--- config.mk ---
export PLATFORM = sky130hd
export DESIGN_NAME = srl2n_ram
export DESIGN_NICKNAME = d
export VERILOG_FILES = /design/src/design/srl2n_ram.sv
export SDC_FILE = /design/constraint.sdc
export NUM_CORES = 1
export LEC_CHECK = 0
export BUFFER_PORTS_ARGS = -buffer_cell sky130_fd_sc_hd__buf_2
export CORE_ASPECT_RATIO = 0.5
export CORE_MARGIN = 1
export CORE_UTILIZATION = 49
export DETAILED_ROUTE_END_ITERATION = 6
export PLACE_DENSITY = 0.65
export SYNTH_ARGS = -nofsm -noshare
export SYNTH_HDL_FRONTEND = slang
export SYNTH_SLANG_ARGS = --single-unit
--- constraint.sdc ---
create_clock -name clk_i -period 2 [get_ports clk_i]
set_input_delay 0.4 -clock clk_i [delete_from_list [all_inputs] [get_ports clk_i]]
set_output_delay 0.4 -clock clk_i [all_outputs]
set_load 0.05 [all_outputs]
--- src/design/srl2n_ram.sv ---
`timescale 1ns / 1ps
module srl2n_ram #(
  parameter int unsigned Width = 8,
  parameter int unsigned Depth = 16
) (
  input  logic                     clk_i,
  input  logic                     we_i,
  input  logic [$clog2(Depth)-1:0] waddr_i,
  input  logic [Width-1:0]         wdata_i,
  input  logic [$clog2(Depth)-1:0] raddr_i,
  output logic [Width-1:0]         rdata_o
);

  logic [Width-1:0] mem_q [Depth];

  // One write port and one registered read port.
  always_ff @(posedge clk_i) begin
    if (we_i) begin
      mem_q[waddr_i] <= wdata_i;
    end
    rdata_o <= mem_q[raddr_i];
  end

endmodule

==> summary.md <==
| Metric | Value |
|---|---|
| Cts hold-fix bufs | 0 |
| Post-CTS Resized | 0 |
| Period utilization | 74.76% |
| Max Cap Viol | 0 |
| Largest net degree at the start of global routing | 33 |
| Rows | 26 |
| Path category of the worst min-delay check | primary input to flip-flop |
| Vias per inst | 5.539 |
| Setup tns final | 0 ns |
| I/O Pins | 26 |
| FF+latch count, synth | 136 |
| Clk slew on worst S/H paths | 0.05 ns |
| Clock latency on the worst-skew pair | 0.41 ns |
| Commonest cells after routing, fill and taps aside | edfxtp_1, buf_2, buf_4 |
| CP Data Required Time | 2.29 ns |
| Max IR drop VDD | 714.7 µV |
| Cells after synthesis | 229 |
| Initial DRC count | 209 |
| Final Critical Period | 1.495 ns |
| Core area | 10,210 µm² |
| Pre-CTS WS | 0.08479 ns |
| Syn Nets | 247 |
| Starting density of the core | 50.39% |
| Drt pass-1 iters | 4 |
| Clock H-tree levels | 4 |
| Critical Path Fanout Max | 18 |
| DR WL/cell | 21.95 µm |
| Final Skew | 0.007113 ns |
| Proportion of synthesized chip area in sequential cells | 77.78% |
| Unrepaired setup endpoints after global routing | false |
| Flop2flop setup slack | 0.55 ns |
| Fin nets | 304 |
| Antenna Violating Nets Remaining | 0 |
| Critical-path cell list | buf_2 -> buf_12 -> mux4_1 -> a22oi_1 -> nand2_1 |
| Final setup viols | 0 |
| Worst reg2reg startpoint | mem_q[3][4] |
| Chip width | 147.0 µm |
| Detailed Route WL | 9.616 mm |
| # diodes | 0 |
| Critical Path Start Type | primary input |
| Fin worst setup slack | 0.5049 ns |
| # fillers | 734 |
| Critical path's top delay family | multiplexers |
| Pwr per Cell Area | 1053 nW/µm² |
| Outcome | finished, final reports clean |
| Post-CTS Setup Inserts | 0 |
| Root Buffer | clkbuf_16 |
| Mapped Area | 5147 µm² |
| Max Freq | 668.8 MHz |
| Vias | 2,426 |
| Max clock buf depth | 2 |
| Syn. warnings | 0 |
| Delay of the slowest cell on the worst path | 0.57 ns |
| Crit Path Class | primary input to flip-flop |
| Worst Setup EP | rdata_o[0] |
| Hpwl dp | 6.314 mm |
| Synth Area per Inst | 22.48 µm² |
| DRC | 0 |
| CTS tree | done |
| Critical Path Start | raddr_i[0] |
| Relative slew margins | 72.84% |
| First-pass GRT wire length | 14.29 mm |
| Crit end category | flip-flop |
| WP data arrival | 1.78 ns |
| Clock sinks | 136 |
| GRT overflow | 0 |
| Commonest non-fill, non-tap cell in the layout | edfxtp_1 |
| R2r endpoint | rdata_o[4] |
| WP depth | 5 |
| Vias in the first global route | 2,365 |
| R2r worst-path depth | 3 |
| Layout area overhead | 18.57% |
| Die area | 10,940 µm² |
| Cts bufs inserted | 17 |
| CP bufs+invs | 2 |
| Worst Tran Pin Value | 0.4074 ns |
| IO buf count | 25 |
| Slowest-stage cell, CP | mux4_1 |
| Die Y | 74.48 µm |
| Pins Over Slew Limit | 0 |
| Antenna violations before repair | 0 |
| Gp weighted congestion | 0.7615 |
| GRT Total Usage | 19.47% |
| Layout cells sized above 1 | 31.21% |
| Leak pwr | 2.088 nW |
| Final hold viol count | 0 |
| Post-synth cell types | 19 |
worst reg2reg max path: cells and delay by family, from the launching register on:
family | cells | cell delay [ns]
and+or+nand+nor | 1 | 0.13
DFF | 1 | 0.36
muxes | 1 | 0.47
AOI/OAI and AO/OA | 1 | 0.36
where the power goes:
| group | internal (W) | total (W) | switching, W |
|---|---|---|---|
| sequential | 0.00319 | 0.00321 | 0.0000217 |
| clock | 0.00180 | 0.00285 | 0.00105 |
| combinational | 0.000134 | 0.000366 | 0.000233 |
| total | 0.00512 | 0.00643 | 0.00130 |
synthesized netlist by cell type, drive strengths merged:
master	count	share of area, %
a22oi	16	2.3
and2	1	0.12
and2b	1	0.15
buf	7	1.1
clkdlybuf4s25	3	0.58
dfxtp	8	3.1
edfxtp	128	75
mux4	32	15
nand2	9	0.66
nand2b	2	0.24
nand3	1	0.097
nand3b	2	0.29
nor2	13	0.95
nor2b	1	0.12
nor3	4	0.39
or3b	1	0.17
routing by layer:
metal | share of wire, % | vias to the layer above | GRT usage [%]
met4 | 1.1 | 0 | 6.529
li1 | - | 1089 | -
met5 | 0 | - | 0
met1 | 47 | 1258 | 27.47
met3 | 5.7 | 14 | 6.442
met2 | 46 | 65 | 29.07
metrics by stage:
stage	hold WS [ns]	instances	area [µm²]	util, %	total power [W]
6_report	0.3815	438	6103	59.75	0.006428
5_1_grt	0.3781	438	6103	59.75	0.006617
4_1_cts	0.3698	438	6103	59.75	0.006481
3_5_place_dp	0.6677	407	5559	54.42	0.003634
3_3_place_gp	0.6531	407	5559	54.42	0.003623
2_1_floorplan	0.4989	229	5147	-	0.003488
registers in the layout, summed over array words and instances, names as in the netlist:
signal	cells
mem_q	128
rdata_o	8
logic make-up (layout without fill, tap and decap cells):
kind of cell / Yosys count / after routing / share of synthesized area [%]
mux: 32 / 32 / 15.02
buf+inv: 10 / 79 / 1.677
flops: 136 / 136 / 77.78
compound gates: 16 / 16 / 2.334
simple gates: 35 / 35 / 3.184
how the worst min path moves through the flow:
stage	startpoint	to	slack (ns)	cells after the start
2_1_floorplan	wdata_i[0]	mem_q[0][0]	0.50	0
3_3_place_gp	mem_q[15][4]	rdata_o[4]	0.65	3
3_5_place_dp	mem_q[15][0]	rdata_o[0]	0.67	3
4_1_cts	wdata_i[1]	mem_q[13][1]	0.37	1
5_1_grt	wdata_i[3]	mem_q[1][3]	0.38	1
6_report	wdata_i[6]	mem_q[1][6]	0.38	1
area by class of cell:
class,instances,area [µm²],area share [%]
clock buffer,20,436.7,7.155
timing repair buffer,48,322.8,5.289
multi-input combinational,83,1057,17.32
sequential,136,4004,65.60
clock inverter,11,107.6,1.763
tap,140,175.2,2.870
Power figures use the tool's default switching activity.
