**src/design/srl2n_pkg.sv**
```systemverilog
`timescale 1ns / 1ps
package srl2n_pkg;

  // Fixed field and arithmetic widths.
  localparam int unsigned ValW  = 24;
  localparam int unsigned CntW  = 7;
  localparam int unsigned SumW  = 53;
  localparam int unsigned NormW = 27;
  localparam int unsigned OutW  = 16;

  // Status codes carried with every emitted entry.
  localparam logic [1:0] STATUS_OK       = 2'd0;
  localparam logic [1:0] STATUS_ZERO     = 2'd1;
  localparam logic [1:0] STATUS_OVERFLOW = 2'd2;

  // Row descriptor passed from the front to the back.
  typedef struct packed {
    logic [CntW-1:0] cnt;
    logic [SumW-1:0] sum;
    logic            ovf;
  } row_desc_t;

endpackage

```
**src/design/srl2n_front.sv**
```systemverilog
`timescale 1ns / 1ps
module srl2n_front #(
  parameter int unsigned MaxRowEntries = 64,
  parameter int unsigned ColumnWidth   = 20,
  parameter int unsigned AddrW         = 7
) (
  input  logic                               clk_i,
  input  logic                               rst_ni,
  input  logic                               in_valid_i,
  output logic                               in_ready_o,
  input  logic signed [srl2n_pkg::ValW-1:0]  entry_value_i,
  input  logic [ColumnWidth-1:0]             column_index_i,
  input  logic                               row_end_i,
  input  logic                               row_done_i,
  output logic                               we_o,
  output logic [AddrW-1:0]                   waddr_o,
  output logic [srl2n_pkg::ValW+ColumnWidth-1:0] wdata_o,
  output logic                               push_o,
  output srl2n_pkg::row_desc_t               push_data_o
);
  import srl2n_pkg::*;

  logic [CntW-1:0] count_q, count_d;
  logic [SumW-1:0] sum_q, sum_d;
  logic            ovf_q, ovf_d;
  logic            bank_q;
  logic [1:0]      busy_q;
  logic            accept, store;
  logic signed [2*ValW-1:0] prod;

  // Two buffer banks: a new row may load while up to one row is in the back.
  assign in_ready_o = (busy_q != 2'd2);
  assign accept     = in_valid_i && in_ready_o;
  assign store      = (count_q < CntW'(MaxRowEntries));
  assign prod       = entry_value_i * entry_value_i;

  assign we_o    = accept && store;
  assign waddr_o = {bank_q, count_q[AddrW-2:0]};
  assign wdata_o = {entry_value_i, column_index_i};

  // Running count, sum of squares and overflow mark including this entry.
  always_comb begin
    count_d = count_q;
    sum_d   = sum_q;
    ovf_d   = ovf_q;
    if (store) begin
      count_d = count_q + CntW'(1);
      sum_d   = sum_q + SumW'(unsigned'(prod));
    end else begin
      ovf_d = 1'b1;
    end
  end

  assign push_o           = accept && row_end_i;
  assign push_data_o.cnt  = count_d;
  assign push_data_o.sum  = sum_d;
  assign push_data_o.ovf  = ovf_d;

  always_ff @(posedge clk_i or negedge rst_ni) begin
    if (!rst_ni) begin
      count_q <= '0;
      sum_q   <= '0;
      ovf_q   <= 1'b0;
      bank_q  <= 1'b0;
      busy_q  <= 2'd0;
    end else begin
      if (accept) begin
        if (row_end_i) begin
          count_q <= '0;
          sum_q   <= '0;
          ovf_q   <= 1'b0;
          bank_q  <= ~bank_q;
        end else begin
          count_q <= count_d;
          sum_q   <= sum_d;
          ovf_q   <= ovf_d;
        end
      end
      busy_q <= busy_q + {1'b0, push_o} - {1'b0, row_done_i};
    end
  end

endmodule

```
**config.mk**
```make
export PLATFORM = sky130hd
export DESIGN_NAME = srl2n_front
export DESIGN_NICKNAME = d
export VERILOG_FILES = /design/src/design/srl2n_pkg.sv /design/src/design/srl2n_front.sv
export SDC_FILE = /design/constraint.sdc
export NUM_CORES = 2
export LEC_CHECK = 0
export BUFFER_PORTS_ARGS = -buffer_cell sky130_fd_sc_hd__buf_2
export CAP_MARGIN = 20
export CORE_MARGIN = 5
export CORE_UTILIZATION = 47
export CTS_CLUSTER_SIZE = 40
export DETAILED_ROUTE_END_ITERATION = 8
export GPL_TIMING_DRIVEN = 0
export PLACE_DENSITY = 0.75
export SYNTH_ARGS = -nofsm -noshare
export SYNTH_HDL_FRONTEND = slang
export SYNTH_SLANG_ARGS = --single-unit
```
**constraint.sdc**
```tcl
create_clock -name clk_i -period 9.85 [get_ports clk_i]
set_clock_uncertainty 0.2 [all_clocks]
set_input_delay 0.985 -clock clk_i [delete_from_list [all_inputs] [get_ports clk_i]]
set_output_delay 0.985 -clock clk_i [all_outputs]
set_load 0.005 [all_outputs]
```
==> impl_metrics.env <==
export IMPL_antenna_found_initial=0
export IMPL_rr_startpoint="sum_q[6]"
export IMPL_hp_start="busy_q[1]"
export IMPL_setup_viol_count_final=31
export IMPL_grtUsageTotal_pct=25.7
export IMPL_drv_slew=0
export IMPL_globalplace_congestion=0.963
export IMPL_critPathMaxFanout=7
export IMPL_final_antenna_net_count=0
export IMPL_avgViaCountPerCell=5.56
export IMPL_whs_path_depth=1
export IMPL_rsz0062_at_grt="true"
export IMPL_max_freq_mhz=91.5
export IMPL_drcViolationCount=0
export IMPL_cts_tree="built"
export IMPL_wirelength_mm=79.9
export IMPL_final_common_cell="inv_1"
export IMPL_area_delta_synth_final_pct=26.3
export IMPL_wire_per_inst_um=20.8
export IMPL_path_class="in -> out"
export IMPL_run_status="finished with violations"
export IMPL_yosys_area_top_type_share_pct=44.3
export IMPL_crit_start="entry_value_i[7]"
export IMPL_syn_cell_area_mm2=0.0252
export IMPL_core_area_mm2=0.0529
export IMPL_cp_required_ns=8.67
export IMPL_avgSynthCellArea_um2=9.04
export IMPL_ff2ff_path_depth=16
export IMPL_failed_checks="negative setup slack"
export IMPL_numPortBuffers=142
export IMPL_cp_arrival_ns=9.74
export IMPL_clock_latency_ns=0.34
export IMPL_reg2reg_to="sum_q[41]"
export IMPL_fillerInstances=4097
export IMPL_vias=21400
export IMPL_overflow=0
export IMPL_firstDrtPassIters=5
export IMPL_htreeDepth=3
export IMPL_die_x_um=242
export IMPL_period_minus_slack_ns=10.93
export IMPL_synth_enable_flop_cells=0
export IMPL_setup_tns_ns=-22.07
export IMPL_numCtsBuffers=9
export IMPL_async_flop_share_pct=100
export IMPL_relSlewSlack_pct=42.2
export IMPL_worst_pin_slew_ns=0.867
export IMPL_die_h_um=242
export IMPL_grt_pass1_wl_mm=121
export IMPL_r2r_setup_slack_ns=6.22
export IMPL_worst_slack_ns=-1.08
export IMPL_crit_path_top_delay_cell="fa_1"
export IMPL_diodes=0
export IMPL_grt_pass1_vias=22400
export IMPL_post_route_period_util_pct=111
export IMPL_ys_warn_count=0
export IMPL_syn_instance_count=2788
export IMPL_synth_ff_type="dfrtp_1"
export IMPL_start_kind="input pin"
export IMPL_worstSetupEndpointType="output port"
export IMPL_fp_dieArea_mm2=0.0583
export IMPL_mostFrequentLayoutCells="inv_1, fa_1, nand2_1"
export IMPL_grt_max_degree=65
export IMPL_post_dp_hpwl_mm=57.3
export IMPL_final_net_count=3960
export IMPL_synth_seq_cells=64
export IMPL_critPathMaxStageDelay_ns=0.57
export IMPL_min_to="busy_q[1]"
export IMPL_hold_path_class="reg -> reg"
export IMPL_netlist_top_cell_by_area="fa_1"
export IMPL_drt_iter0_markers=2045
export IMPL_cpMostUsedCell="fa_1"
export IMPL_clkSlewWorstSetupHoldPaths_ns=0.05
export IMPL_drive_gt1_share_pct=26.0
export IMPL_finalHoldViolations=0
export IMPL_clk_path_buf_depth=2
export IMPL_maxCapViolCount=0
export IMPL_yosysUniqueCellTypes=80
export IMPL_start_util_pct=47.6
export IMPL_clock_sinks=64
export IMPL_syn_nets=3592
export IMPL_ys_top_cells_by_area="fa_1, inv_1, ha_1, dfrtp_1, nand2_1"
export IMPL_num_rows=84
export IMPL_top_level_ports=164
export IMPL_cts_root_buf="clkbuf_16"
export IMPL_seq_area_frac_synth_pct=6.36
==> kinds of logic after synthesis <==
family	after synthesis	synth area share, %
simple gates	619	11.4
fa+ha+maj	755	54.1
mux	6	0.258
xor+xnor	115	4.00
buf+inv	829	13.2
flops	64	6.36
compound gates	400	10.7
==> sequential cells by signal, summed over array words and instances, names as in the netlist <==
signal   count
busy_q       2
sum_q       53
bank_q       1
count_q      7
ovf_q        1
==> worst max path at each step <==
stage	endpoint	depth (start not counted)
final	push_data_o[49]	38
after global routing	push_data_o[49]	38
after detailed placement	push_data_o[49]	30
after CTS	push_data_o[53]	38
after global placement	push_data_o[44]	36
after floorplan	push_data_o[52]	38
==> critical path: cells and delay by family <==
family	cells	cell delay [ns]
fa+ha+maj	9	4.27
simple gates	4	0.50
xor+xnor	1	0.21
compound gates	11	2.63
buf+inv	13	1.11
==> timing repair <==
action	CTS	global route
setup endpoints to repair	58	45
hold endpoints to repair	0	0
hold buffers	0	0
cloned	0	3
gates resized for setup	439	193
buffers inserted	162	66
pin swaps	122	152
==> metrics by stage <==
stage	instances	cell area (um^2)	setup slack [ns]	util, %	hold WS [ns]
after global routing	3849	31800	-1.31	60.2	0.299
after global placement	3618	27100	-1.94	51.3	0.263
after CTS	3788	30600	-0.892	57.9	0.274
final	3849	31800	-1.08	60.2	0.269
after floorplan	2788	25600	0.00143	-	0.246
after detailed placement	3618	27100	-1.91	51.3	0.262
==> layer usage <==
layer / up-vias / track usage, % / wire length, um
li1: 9206 / - / -
met1: 10700 / 32.7 / 28700
met2: 1113 / 43.8 / 39300
met3: 365 / 4.02 / 6750
met4: 0 / 11.0 / 5120
met5: - / 0 / 0
==> layout make-up <==
cell class              instances  area (um^2)  share of cell area [%]
repair buffers                368         2960                    9.31
clock inverters                 3         17.5                  0.0551
flip-flops and latches         64         1600                    5.03
inverters                     682         2580                    8.11
well taps                     688          861                    2.71
clock buffers                  13          250                   0.787
multi-input cells            1895        21900                    68.8
plain buffers                 136         1640                    5.17
==> synthesized netlist by cell type, types with 3 or more instances <==
library cell,number
nor2b_1,28
o211ai_1,3
nand3_1,20
clkbuf_1,90
a211oi_1,6
and3_2,3
o31ai_1,10
nand2b_1,15
o21ai_2,3
a31oi_1,11
a22o_1,32
and4_1,3
o21bai_1,13
mux2_2,4
a221o_1,4
fa_1,557
o21a_1,4
a21boi_0,4
dfrtp_1,64
ha_1,198
nor2_1,88
or3_1,5
a41oi_1,3
nor3_1,15
o221ai_1,12
nand2_1,305
buf_4,52
xnor2_1,83
and3_1,8
a21o_1,44
o21ai_0,116
buf_1,3
xor2_1,32
and2_1,102
inv_1,682
a21oi_1,95
nand4_1,13
nor4_1,3
Power is left out: the tool's default activity adds up to more than one toggle a clock period on the data nets, which glitch-free logic cannot reach.
