--- config.mk ---
export PLATFORM = sky130hd
export DESIGN_NAME = srl2n_back
export DESIGN_NICKNAME = d
export VERILOG_FILES = /design/src/design/srl2n_pkg.sv /design/src/design/srl2n_back.sv
export SDC_FILE = /design/constraint.sdc
export NUM_CORES = 1
export LEC_CHECK = 0
export BUFFER_PORTS_ARGS = -buffer_cell sky130_fd_sc_hd__buf_4
export CAP_MARGIN = 20
export CORE_ASPECT_RATIO = 1.25
export CORE_UTILIZATION = 30
export CTS_CLUSTER_SIZE = 10
export DETAILED_ROUTE_END_ITERATION = 12
export PLACE_DENSITY = 0.43
export SETUP_SLACK_MARGIN = 0.3
export SLEW_MARGIN = 0
export SYNTH_ARGS = -nofsm -noshare
export SYNTH_HDL_FRONTEND = slang
export SYNTH_SLANG_ARGS = --single-unit
--- constraint.sdc ---
create_clock -name clk_i -period 12.1 [get_ports clk_i]
set_input_delay 1.21 -clock clk_i [delete_from_list [all_inputs] [get_ports clk_i]]
set_output_delay 1.21 -clock clk_i [all_outputs]
set_load 0.01 [all_outputs]
--- src/design/srl2n_pkg.sv ---
`timescale 1ns / 1ps
package srl2n_pkg;

  // Fixed field and arithmetic widths.
  localparam int unsigned ValW  = 24;
  localparam int unsigned CntW  = 7;
  localparam int unsigned SumW  = 53;
  localparam int unsigned NormW = 27;
  localparam int unsigned OutW  = 16;

  // Status codes carried with every emitted entry.
  localparam logic [1:0] STATUS_OK       = 2'd0;
  localparam logic [1:0] STATUS_ZERO     = 2'd1;
  localparam logic [1:0] STATUS_OVERFLOW = 2'd2;

  // Row descriptor passed from the front to the back.
  typedef struct packed {
    logic [CntW-1:0] cnt;
    logic [SumW-1:0] sum;
    logic            ovf;
  } row_desc_t;

endpackage

--- src/design/srl2n_back.sv ---
`timescale 1ns / 1ps
module srl2n_back #(
  parameter int unsigned ColumnWidth = 20,
  parameter int unsigned AddrW       = 7
) (
  input  logic                                   clk_i,
  input  logic                                   rst_ni,
  input  logic                                   q_empty_i,
  input  srl2n_pkg::row_desc_t                   q_data_i,
  output logic                                   q_pop_o,
  output logic [AddrW-1:0]                       raddr_o,
  input  logic [srl2n_pkg::ValW+ColumnWidth-1:0] rdata_i,
  output logic                                   row_done_o,
  output logic                                   out_valid_o,
  input  logic                                   out_ready_i,
  output logic signed [srl2n_pkg::OutW-1:0]      normalized_value_o,
  output logic [ColumnWidth-1:0]                 column_out_o,
  output logic                                   row_last_o,
  output logic [1:0]                             status_code_o
);
  import srl2n_pkg::*;

  typedef enum logic [2:0] {
    ST_IDLE, ST_SQRT, ST_READ, ST_WAIT, ST_DIV, ST_EMIT
  } state_e;

  state_e            state_q;
  logic              bank_q;
  logic [CntW-1:0]   cnt_q, idx_q;
  logic              ovf_q;
  logic [SumW-1:0]   x_q, res_q, bit_q;
  logic [SumW:0]     trial;
  logic [NormW-1:0]  norm;
  logic [4:0]        step_q;
  logic [NormW:0]    rem_q, rem_sh;
  logic [15:0]       nlow_q, quo_q;
  logic              sat_q, neg_q;
  logic [ColumnWidth-1:0] col_q;
  logic signed [ValW-1:0] v;
  logic [ValW-1:0]   mag;
  logic [39:0]       dividend;
  logic [16:0]       qmag;
  logic signed [OutW-1:0] value;
  logic [1:0]        status;
  logic              emit;

  assign raddr_o = {bank_q, idx_q[AddrW-2:0]};
  assign q_pop_o = (state_q == ST_IDLE) && !q_empty_i;

  // Square root step and the norm it settles on.
  assign trial = {1'b0, res_q} + {1'b0, bit_q};
  assign norm  = res_q[NormW-1:0];

  // Rounded dividend for the entry just read.
  assign v        = rdata_i[ValW+ColumnWidth-1:ColumnWidth];
  assign mag      = v[ValW-1] ? ValW'(-v) : ValW'(v);
  assign dividend = {1'b0, mag, 15'b0} + 40'({1'b0, norm[NormW-1:1]});

  // Restoring division step.
  assign rem_sh = {rem_q[NormW-1:0], nlow_q[15]};

  // Saturation and sign for the emitted value.
  always_comb begin
    qmag = sat_q ? 17'h1ffff : {1'b0, quo_q};
    if (norm == '0) begin
      value = '0;
    end else if (!neg_q) begin
      value = (qmag > 17'd32767) ? OutW'(32767) : OutW'(qmag);
    end else begin
      value = (qmag > 17'd32768) ? OutW'(17'h10000 - 17'd32768)
                                 : OutW'(17'h10000 - qmag);
    end
    status = ovf_q ? STATUS_OVERFLOW : ((norm == '0) ? STATUS_ZERO : STATUS_OK);
  end

  assign emit       = (state_q == ST_EMIT) && (!out_valid_o || out_ready_i);
  assign row_done_o = emit && (idx_q + CntW'(1) == cnt_q);

  always_ff @(posedge clk_i or negedge rst_ni) begin
    if (!rst_ni) begin
      state_q     <= ST_IDLE;
      bank_q      <= 1'b0;
      out_valid_o <= 1'b0;
    end else begin
      if (out_valid_o && out_ready_i && !emit) begin
        out_valid_o <= 1'b0;
      end
      unique case (state_q)
        ST_IDLE: begin
          if (!q_empty_i) begin
            state_q <= ST_SQRT;
          end
        end
        ST_SQRT: begin
          if (bit_q == '0) begin
            state_q <= ST_READ;
          end
        end
        ST_READ: state_q <= ST_WAIT;
        ST_WAIT: state_q <= ST_DIV;
        ST_DIV: begin
          if (step_q == 5'd15) begin
            state_q <= ST_EMIT;
          end
        end
        ST_EMIT: begin
          if (emit) begin
            out_valid_o <= 1'b1;
            if (row_done_o) begin
              bank_q  <= ~bank_q;
              state_q <= ST_IDLE;
            end else begin
              state_q <= ST_READ;
            end
          end
        end
        default: state_q <= ST_IDLE;
      endcase
    end
  end

  // Datapath registers.
  always_ff @(posedge clk_i) begin
    unique case (state_q)
      ST_IDLE: begin
        cnt_q <= q_data_i.cnt;
        ovf_q <= q_data_i.ovf;
        x_q   <= q_data_i.sum;
        res_q <= '0;
        bit_q <= SumW'(1) << (SumW - 1);
        idx_q <= '0;
      end
      ST_SQRT: begin
        if (bit_q != '0) begin
          if ({1'b0, x_q} >= trial) begin
            x_q   <= x_q - trial[SumW-1:0];
            res_q <= (res_q >> 1) + bit_q;
          end else begin
            res_q <= res_q >> 1;
          end
          bit_q <= bit_q >> 2;
        end
      end
      ST_WAIT: begin
        neg_q  <= v[ValW-1];
        col_q  <= rdata_i[ColumnWidth-1:0];
        sat_q  <= ({3'b0, dividend} >= {norm, 16'b0});
        rem_q  <= (NormW+1)'(dividend[39:16]);
        nlow_q <= dividend[15:0];
        step_q <= '0;
      end
      ST_DIV: begin
        if (rem_sh >= {1'b0, norm}) begin
          rem_q <= rem_sh - {1'b0, norm};
          quo_q <= {quo_q[14:0], 1'b1};
        end else begin
          rem_q <= rem_sh;
          quo_q <= {quo_q[14:0], 1'b0};
        end
        nlow_q <= {nlow_q[14:0], 1'b0};
        step_q <= step_q + 5'd1;
      end
      ST_EMIT: begin
        if (emit) begin
          normalized_value_o <= value;
          column_out_o       <= col_q;
          row_last_o         <= row_done_o;
          status_code_o      <= status;
          idx_q              <= idx_q + CntW'(1);
        end
      end
      default: begin
      end
    endcase
  end

endmodule

==> metrics.csv <==
metric;value;unit
status;finished clean;
regArea;8323;um^2
cp_max_fo;76;
yosysTopAreaCell;edfxtp_1;
reg2reg_from;bit_q[2]$_SDFFCE_PP0P_;
grt_pass1_wl;105000;um
hold_slack;0.4151;ns
htreeDepth;2;
startpoint;bit_q[2]$_SDFFCE_PP0P_;
grt_overflow_total;0;
wire_per_inst;19.81;um
drt-initial-drc-count;948;
cts_tree;done;
cts_sinks;278;
async_reset_ff_share;1.799;%
drt_pass1_iterations;5;
grt_pass1_vias;18140;
synth.net_count;2638;
ctsHoldBuffers;0;
n_fill_cell;7404;
grt_max_degree;91;
synthTopCellsByArea;edfxtp_1 (38%), ha_1 (10%), xnor2_1 (4.9%);
viasPerCell;5.286;
antenna_found_initial;2;
port_buffers;157;
yosysSeqAreaShare;38.95;%
maxCapViolCount;0;
yosysTopAreaCellShare;38.36;%
syn_area_per_cell;9.094;um^2
synth-main-ff-cell;edfxtp_1;
dieArea;72310;um^2
maxSlewHeadroom;36.97;%
ctsRootBufferMaster;clkbuf_16;
max_freq;0.1334;GHz
start_util;30.25;%
ctsResizeCount;0;
tns;0;ns
placementRows;109;
ys_warn_count;0;
rsz0062_at_grt;no;
synth_seq_cells;278;
core;70650;um^2
drive_gt1_share;10.45;%
crit_type;reg2reg;
endpoint;x_q[47]$_DFFE_PP_;
setup_viol;0;
wl;68010;um
fin_nets;2749;
r2r_slack;4.60;ns
required;12.30;ns
clock_path_buffers;3;
cts_buffers;38;
drc;0;
fin_worst_skew;0.01804;ns
synthesis.area;21370;um^2
grtUsageTotal;18.65;%
final-max-slew-violation-count;0;
clk_latency;0.58;ns
arrival;7.70;ns
multi_input_area;12380;um^2
end_kind;flip-flop;
dp_hpwl;51980;um
path_clk_slew;0.06;ns
gp_congestion;0.8382;
start_kind;flip-flop;
die_h;300.4;um
period_needed;7.499;ns
pre_cts_slack;4.747;ns
hp-class;reg2reg;
finalInstanceArea;24690;um^2
via_count;18150;
post_cts_buffers;0;
finalCritPeriodShare;61.97;%
die_w;240.7;um
io_pins;158;
synth_edf_count;273;
timing.final.hold_violations;0;
area.growth.synth_to_final;15.52;%
tightest_slew;0.9455;ns
placed_cell_area;23480;um^2
worstReg2RegEnd;x_q[47]$_DFFE_PP_;
r2r_cells;23;
ys_types;79;
setup_slack;4.602;ns
syn_inst;2350;
ant_nets;0;
[layout make-up]
cell class / instances / share of cell area, %
tap: 943 / 4.780
sequential: 278 / 33.72
antenna: 2 / 0.02027
clock buffer: 53 / 4.121
multi-input combinational: 1889 / 50.15
timing repair buffer: 172 / 5.220
clock inverter: 14 / 0.7400
inverter: 82 / 1.257
[worst min-delay path by stage]
stage,slack [ns],from,cells past startpoint,to
finish,0.42,col_q[18]$_DFFE_PP_,0,column_out_o[18]$_DFFE_PP_
floorplan,0.40,col_q[0]$_DFFE_PP_,0,column_out_o[0]$_DFFE_PP_
global placement,0.40,col_q[14]$_DFFE_PP_,0,column_out_o[14]$_DFFE_PP_
CTS,0.39,rst_ni,1,bank_q$_DFFE_PN0P_
detailed placement,0.40,col_q[14]$_DFFE_PP_,0,column_out_o[14]$_DFFE_PP_
global route,0.40,rst_ni,1,bank_q$_DFFE_PN0P_
[Yosys cell counts (7+ instances only)]
cell	n
a31o_2	12
nand2_1	273
edfxtp_1	273
buf_4	7
nand4b_1	8
or4_1	9
and4_1	7
nand3_1	45
nor2_1	202
or3_1	11
a211o_1	8
nand4_1	52
xnor2_1	119
xor2_1	102
nor2b_1	28
a21oi_1	169
or2_2	7
buf_2	7
nor4_1	18
inv_1	82
clkbuf_1	83
a31oi_1	50
o21bai_1	19
nor3_1	34
and2_1	11
a211oi_1	38
and3_1	55
nand2b_1	25
a21o_1	49
ha_1	176
o21ai_0	199
o31ai_1	15
o21a_1	25
o211ai_1	9
[registers in the layout (all words and copies together), names as in the netlist, 7 cells and up]
register / cells
res_q: 53
x_q: 53
bit_q: 27
rem_q: 27
col_q: 20
column_out_o: 20
nlow_q: 16
normalized_value_o: 16
quo_q: 16
cnt_q: 7
idx_q: 7
[stage by stage]
stage                     cells  util (%)
after global placement     3363     33.23
after CTS                  3430     34.93
after floorplan            2350         -
after detailed placement   3363     33.23
final                      3433     34.94
after global routing       3431     34.94
[cell families (layout without fill, tap and decap cells)]
| logic type | count (synthesis) | after routing | share of synthesized area (%) |
|---|---|---|---|
| AND/OR/NAND/NOR | 801 | 801 | 17.82 |
| other | 1 | 3 | 0.01755 |
| AO/OA/AOI/OAI | 681 | 681 | 19.87 |
| buffers and inverters | 183 | 321 | 3.413 |
| XOR/XNOR | 221 | 221 | 9.057 |
| adder cells (fa/ha/maj) | 179 | 179 | 10.59 |
| multiplexers | 6 | 6 | 0.2927 |
| flip-flops | 278 | 278 | 38.95 |
[layer usage]
metal | up-vias | GRT usage, % | share of wire (%)
met2 | 389 | 35.04 | 53
li1 | 8947 | - | -
met4 | 0 | 5.596 | 2.7
met3 | 106 | 2.466 | 3.4
met5 | - | 0 | 0
met1 | 8705 | 21.62 | 41
[cells in the final DEF (no fill, tap or decap), drive strengths merged, types with 38 or more instances in the layout]
cell    netlist  final
edfxtp      273    273
nand2       273    273
o21ai       205    205
nor2        203    203
ha          176    176
buf          18    171
a21oi       169    169
xnor2       119    119
xor2        102    102
inv          82     84
and3         55     55
clkbuf       83     54
nand4        52     52
a31oi        50     50
a21o         49     49
nand3        45     45
a211oi       38     38
[critical path, stage by stage, from the launching register on]
cell and delay [ns]:
edfxtp_1 0.44, ha_1 0.37, a31oi_1 0.21, a211oi_1 0.47
nand2_1 0.17, o41ai_1 0.55, a41oi_1 0.29, nor2_1 0.16
o21ai_0 0.18, o311ai_0 0.53, a31oi_1 0.17, xor2_1 0.17
ha_1 0.36, nand2_1 0.11, nor2_1 0.14, nand3_1 0.11
o31ai_1 0.25, o21ai_0 0.10, o211a_1 0.16, a21oi_4 0.12
buf_4 0.64, inv_1 0.42, o21ai_4 0.23, buf_4 0.59
Power is left out: the tool's default activity adds up to more than one toggle a clock period on the data nets, which glitch-free logic cannot reach.
