==> src/design/srl2n_pkg.sv <==
`timescale 1ns / 1ps
package srl2n_pkg;

  // Fixed field and arithmetic widths.
  localparam int unsigned ValW  = 24;
  localparam int unsigned CntW  = 7;
  localparam int unsigned SumW  = 53;
  localparam int unsigned NormW = 27;
  localparam int unsigned OutW  = 16;

  // Status codes carried with every emitted entry.
  localparam logic [1:0] STATUS_OK       = 2'd0;
  localparam logic [1:0] STATUS_ZERO     = 2'd1;
  localparam logic [1:0] STATUS_OVERFLOW = 2'd2;

  // Row descriptor passed from the front to the back.
  typedef struct packed {
    logic [CntW-1:0] cnt;
    logic [SumW-1:0] sum;
    logic            ovf;
  } row_desc_t;

endpackage

==> src/design/srl2n_queue.sv <==
`timescale 1ns / 1ps
module srl2n_queue (
  input  logic                clk_i,
  input  logic                rst_ni,
  input  logic                push_i,
  input  srl2n_pkg::row_desc_t push_data_i,
  input  logic                pop_i,
  output srl2n_pkg::row_desc_t pop_data_o,
  output logic                empty_o
);
  import srl2n_pkg::*;

  row_desc_t slot_q [2];
  logic      wptr_q, rptr_q;
  logic [1:0] fill_q;

  assign pop_data_o = slot_q[rptr_q];
  assign empty_o    = (fill_q == 2'd0);

  // Two-entry descriptor FIFO; the front never pushes when it is full.
  always_ff @(posedge clk_i or negedge rst_ni) begin
    if (!rst_ni) begin
      wptr_q <= 1'b0;
      rptr_q <= 1'b0;
      fill_q <= 2'd0;
    end else begin
      if (push_i) begin
        wptr_q <= ~wptr_q;
      end
      if (pop_i) begin
        rptr_q <= ~rptr_q;
      end
      fill_q <= fill_q + {1'b0, push_i} - {1'b0, pop_i};
    end
  end

  always_ff @(posedge clk_i) begin
    if (push_i) begin
      slot_q[wptr_q] <= push_data_i;
    end
  end

endmodule

==> config.mk <==
export PLATFORM = sky130hd
export DESIGN_NAME = srl2n_queue
export DESIGN_NICKNAME = d
export VERILOG_FILES = /design/src/design/srl2n_pkg.sv /design/src/design/srl2n_queue.sv
export SDC_FILE = /design/constraint.sdc
export NUM_CORES = 1
export LEC_CHECK = 0
export ABC_AREA = 1
export BUFFER_PORTS_ARGS = -buffer_cell sky130_fd_sc_hd__buf_4
export CAP_MARGIN = 20
export CORE_ASPECT_RATIO = 0.75
export CORE_MARGIN = 3
export CORE_UTILIZATION = 32
export CTS_CLUSTER_SIZE = 8
export DETAILED_ROUTE_END_ITERATION = 8
export HOLD_SLACK_MARGIN = 0.03
export SETUP_SLACK_MARGIN = 0.2
export SYNTH_ARGS = -nofsm -noshare
export SYNTH_HDL_FRONTEND = slang
export SYNTH_SLANG_ARGS = --single-unit
==> constraint.sdc <==
create_clock -name clk_i -period 3.8 [get_ports clk_i]
set_input_delay 0.38 -clock clk_i [delete_from_list [all_inputs] [get_ports clk_i]]
set_output_delay 0.38 -clock clk_i [all_outputs]
set_load 0.02 [all_outputs]
==> flow_summary.toml, run 1 <==
[worst_setup_path]
required_ns = 3.42
cp_data_arrival_time_ns = 1.77
regToRegStartpoint = "wptr_q$_DFFE_PN0P_"
path_max_fanout = 111
crit_path_end_kind = "output pin"
cp-start-kind = "register"
path_class = "reg -> out"
crit_start = "rptr_q$_DFFE_PN0P_"

[floorplan]
rows = 37
die_height_um = 112
initial_core_util_pct = 33.7
io-pin-count = 127
fp.dieArea_um2 = 16400
fp.dieW_um = 147
coreArea_um2 = 14100

[final_layout]
n_antenna_cell = 0
fillCellCount = 1251
design_area_um2 = 6480
drive_gt1_share_pct = 32.7
nets = 545
area_growth_pct = 36.2

[synthesis]
synth_flop_cell = "edfxtp_1"
ys_warn_count = 0
synth-seq-cells = 126
avgSynthCellArea_um2 = 13.9
synth_cell_types = 13
yosys.area_share.simple_pct = 5.55
synth_compound_area_share_pct = 6.42
ys_seq_area_share_pct = 79.2
synth_common_cells = "edfxtp_1 (122), inv_1 (68), nand2_1 (67)"
synth_nets = 409
yosysTopAreaCellShare_pct = 77.1
synth.most_common_cell = "edfxtp_1"
synth_xor_area_share_pct = 0.368
netlist_area_um2 = 4750
synth_top_family_by_area = "buffers and inverters"
yosys.area_share.adder_pct = 0.526
synthMuxAreaShare_pct = 0
synth_area_leader_cell = "edfxtp_1"
synth_edf_count = 122
syn_inst = 342
synth_area_leaders = "edfxtp_1 (77%), o21ai_0 (6.4%), inv_1 (5.4%)"
synth_async_sr_flop_share_pct = 3.17

[grt]
met3_usage_pct = 5.09
use_met2_pct = 18.2
grt_first_pass_wirelength_um = 14600
grt_usage_pct = 11.5
grt_pass1_vias = 2888
gr-total-overflow = 0
grt.busiest_layer = "met2"
grt_max_degree = 124
use_met1_pct = 14.3
grt_antenna_before_repair = 0

[timing]
hold_violations = 0
period_needed_ns = 2.15
finClkSkew_ns = 0.00869
holdWs_ns = 0.160
setup_viol = 0
period_share_pct = 56.7
drv_slew = 0
slew_headroom_pct = 39.6
worstMarginPinSlew_ns = 0.904
tns_ns = 0
rsz0062_at_grt = "no"
fmax_mhz = 464

[placement]
place_area_um2 = 5860
hpwl_um = 5780
portBuffers = 126
place_congestion = 0.761

[min_path]
hp-class = "in -> reg"
worstHoldStart = "push_data_i[45]"

[routing]
drc_errors = 0
wl_per_cell_um = 13.3
drtAntennaViolNets = 0
drtIter0Drc = 121
drt-total-wl_um = 9130
viasPerCell = 4.10
first_pass_iters = 4
num_vias = 2810

[cts]
post_cts_buffers = 0
clockRootBuffer = "clkbuf_16"
cts.path.max_buffers = 2
clock_latency_ns = 0.40
cts_num_sinks = 126
cts_made_buffers = 17
cts_hold_buffers = 1
htreeDepth = 4
tritoncts = "yes"
cts_resized = 0
path_clk_slew_ns = 0.06

[run]
drv_cap = 0

[pwr]
ir_worst_vdd_uv = 435
power_density_nw_per_um2 = 807
p_leak_nw = 2.73

[status]
outcome = "finished, final reports clean"
-- layer usage --
metal | up-vias | wire [µm] | share of wire, %
li1 | 1420 | - | -
met1 | 1300 | 4180 | 46
met2 | 83 | 4220 | 46
met3 | 7 | 640 | 7.0
met4 | 0 | 85 | 0.93
met5 | - | 0 | 0
-- placed cells by master (no fill, tap or decap) --
cell / count
clkbuf_16: 17
xor2_1: 2
nand3_1: 1
dfrtp_4: 1
buf_4: 127
clkinv_4: 2
edfxtp_1: 122
clkinv_2: 4
clkbuf_1: 2
dlygate4sd3_1: 1
inv_1: 67
o21ai_0: 61
bufinv_16: 3
dfrtp_1: 3
inv_2: 1
buf_12: 1
nand2_1: 67
clkinv_1: 1
clkinvlp_4: 2
nor2_4: 1
buf_16: 1
ha_1: 2
nor2_1: 1
-- kinds of logic after synthesis --
group,count (synthesis)
AO/OA/AOI/OAI,61
adder cells (fa/ha/maj),2
AND/OR/NAND/NOR,70
XOR/XNOR,2
buffers and inverters,81
flip-flops,126
-- state kept, by name (all words and copies together), names as in the netlist --
register / flops
fill_q: 2
slot_q: 122
wptr_q: 1
rptr_q: 1
-- final cells by class --
class / instances / area (µm²) / share of cell area, %
clock buffer: 19 / 433 / 6.68
clock inverter: 12 / 146 / 2.26
inverter: 68 / 255 / 3.94
multi-input combinational: 135 / 619 / 9.56
sequential: 126 / 3770 / 58.2
tap: 195 / 244 / 3.77
timing repair buffer: 130 / 1010 / 15.6
-- metrics by stage --
step	worst slack (ns)	utilization, %	power [W]	cells
after global routing	1.55	45.9	0.00554	685
after detailed placement	1.67	41.5	0.00367	652
after floorplan	0.339	-	0.00299	342
after CTS	1.24	45.7	0.00527	684
after global placement	1.66	41.5	0.00366	652
final	1.65	45.9	0.00523	685
-- worst max-delay path, cell delays in order (launching register included) --
cell and delay (ns):
dfrtp_4 0.55, buf_16 0.26, o21ai_0 0.33, buf_4 0.21
-- where the power goes --
part	internal (W)	switching (W)
Combinational	0.000631	0.00108
Sequential	0.00185	0.0000869
Clock	0.00102	0.000562
-- path summary, 6_finish.rpt --
check / end / slack, ns / cells past startpoint
hold reg to reg: wptr_q$_DFFE_PN0P_ / 0.54 / 1
min in group asynchronous: fill_q[1]$_DFF_PN0_ / 0.34 / 2
max in group asynchronous: rptr_q$_DFFE_PN0P_ / 3.33 / 2
setup reg to reg: slot_q[1][29]$_DFFE_PP_ / 1.84 / 3
hold / removal: slot_q[1][45]$_DFFE_PP_ / 0.16 / 1
setup / recovery: pop_data_o[29] / 1.65 / 3
Note: power is estimated with default switching activity, not from simulation.
==> run 2: changes to the inputs <==
==> constraint.sdc (replaced) <==
create_clock -name clk_i -period 1.9 [get_ports clk_i]
set_input_delay 0.19 -clock clk_i [delete_from_list [all_inputs] [get_ports clk_i]]
set_output_delay 0.19 -clock clk_i [all_outputs]
set_load 0.02 [all_outputs]
==> run 2 against run 1 <==
Worst hold slack worse by 0.027 ns; cell count is 9.8% higher; non-clock buffer count up 67; first-iteration DRC count fell by 3.3%; via count rose by 8.9%; highest routed layer unchanged; cell area up 11%.
==> flow_summary.toml, run 2 (synthesis gave the netlist of run 1 again) <==
[grt]
gr-total-overflow = 0
grt_first_pass_wirelength_um = 16200
grt_usage_pct = 12.6
grt_antenna_before_repair = 0
grt_max_degree = 57
grt_pass1_vias = 3294

[final_layout]
drive_gt1_share_pct = 31.2
max_flop_register = "slot_q"
largest_register_ffs = 122
finalNonFillerCells = 752
nets = 612
reg_top3 = "slot_q: 122 flops, fill_q: 2 flops"
fillCellCount = 1211
area_growth_pct = 51.4
n_antenna_cell = 0
final_cell_mix = "buf_4 (128), edfxtp_1 (122), inv_1 (67)"
mostFrequentLayoutCell = "buf_4"

[timing]
period_share_pct = 88.4
holdWs_ns = 0.133
period_needed_ns = 1.68
fmax_mhz = 595
setup_viol = 0
tns_ns = 0
drv_slew = 0
hold_violations = 0
worstMarginPinSlew_ns = 0.420
finClkSkew_ns = 0.00531
rsz0062_at_grt = "yes"
slew_headroom_pct = 72.0

[routing]
drc_errors = 0
drtAntennaViolNets = 0
viasPerCell = 4.07
drt-total-wl_um = 9940
num_vias = 3060
first_pass_iters = 6
drtIter0Drc = 117
wl_per_cell_um = 13.2

[floorplan]
coreArea_um2 = 14100
io-pin-count = 127
die_height_um = 112
fp.dieW_um = 147
initial_core_util_pct = 33.7
fp.dieArea_um2 = 16400
rows = 37

[worst_setup_path]
path_class = "reg -> out"
crit_path_end_kind = "output pin"
crit_family = "flip-flops"
cp_cell_sequence = "buf_12 > o21ai_1 > buf_4"
critPathSlowestCell = "dfrtp_4"
cp_data_arrival_time_ns = 1.49
cp.depth = 3
rr_worst_depth = 3
max_stage_delay_ns = 0.51
path_max_fanout = 42
cp-start-kind = "register"
path_buf_inv = 2
required_ns = 1.71

[pwr]
p_leak_nw = 3.03
ir_worst_vdd_uv = 740
power_density_nw_per_um2 = 1500
power_w = 0.0108

[min_path]
hp-class = "in -> async"

[cts]
clock_latency_ns = 0.40
clockRootBuffer = "clkbuf_16"
path_clk_slew_ns = 0.05
tritoncts = "yes"
cts_num_sinks = 126
cts_made_buffers = 17
cts.path.max_buffers = 2
post_cts_buffers = 0
htreeDepth = 4

[placement]
place_inst = 657
hpwl_um = 6070
portBuffers = 126
place_congestion = 0.677

[status]
outcome = "finished, final reports clean"

[run]
drv_cap = 0
==> run 2: cell types whose count changed in the layout (fill, tap and decap cells not counted), sizes merged <==
cell         before  now
dlygate4sd3       1   64
buf             129  133
clkinvlp          2    3
inv              68   67
==> run 2: cell type report <==
cell class | instances | area, µm² | area share, %
sequential | 126 | 3770 | 52.3
timing repair buffer | 197 | 1690 | 23.5
multi-input combinational | 135 | 656 | 9.11
clock buffer | 19 | 433 | 6.01
inverter | 68 | 259 | 3.60
tap | 195 | 244 | 3.39
clock inverter | 12 | 146 | 2.03
==> run 2: per-stage QoR <==
step | instance area, µm² | setup slack (ns) | util [%]
3_5_place_dp | 5930 | 0.373 | 42.0
3_3_place_gp | 5930 | 0.407 | 42.0
5_1_grt | 7200 | 0.130 | 51.0
4_1_cts | 7160 | 0.142 | 50.7
2_1_floorplan | 4770 | 0.140 | -
6_report | 7200 | 0.220 | 51.0
==> run 2: repair_timing <==
action / in CTS / in global routing
gates resized for setup: 24 / 35
pin swaps: 0 / 0
endpoints found under the setup margin: 44 / 54
hold endpoints to repair: 128 / 0
hold buffers: 64 / 0
==> run 2: per-layer routing <==
layer / global-route usage [%] / part of all wire (%) / up-vias
met4: 4.32 / 1.1 / 0
met1: 14.8 / 44 / 1405
met2: 21.8 / 50 / 86
li1: - / - / 1558
met5: 0 / 0 / -
met3: 4.27 / 5.3 / 11
==> run 2: worst paths after layout <==
path                                     from                       to  slack (ns)
max                        rptr_q$_DFFE_PN0P_           pop_data_o[35]        0.22
min                                    rst_ni      fill_q[0]$_DFF_PN0_        0.13
max reg2reg                wptr_q$_DFFE_PN0P_  slot_q[1][31]$_DFFE_PP_        0.53
min reg2reg                wptr_q$_DFFE_PN0P_       wptr_q$_DFFE_PN0P_        0.57
max in group asynchronous              rst_ni       rptr_q$_DFFE_PN0P_        1.65
min in group clk_i            push_data_i[33]  slot_q[0][33]$_DFFE_PP_        0.52
==> run 2: where the power goes <==
| group | switching [W] | internal, W | total (W) |
|---|---|---|---|
| logic | 0.00231 | 0.00150 | 0.00381 |
| registers | 0.000161 | 0.00370 | 0.00386 |
| clock network | 0.00110 | 0.00204 | 0.00314 |
| total | 0.00358 | 0.00724 | 0.0108 |
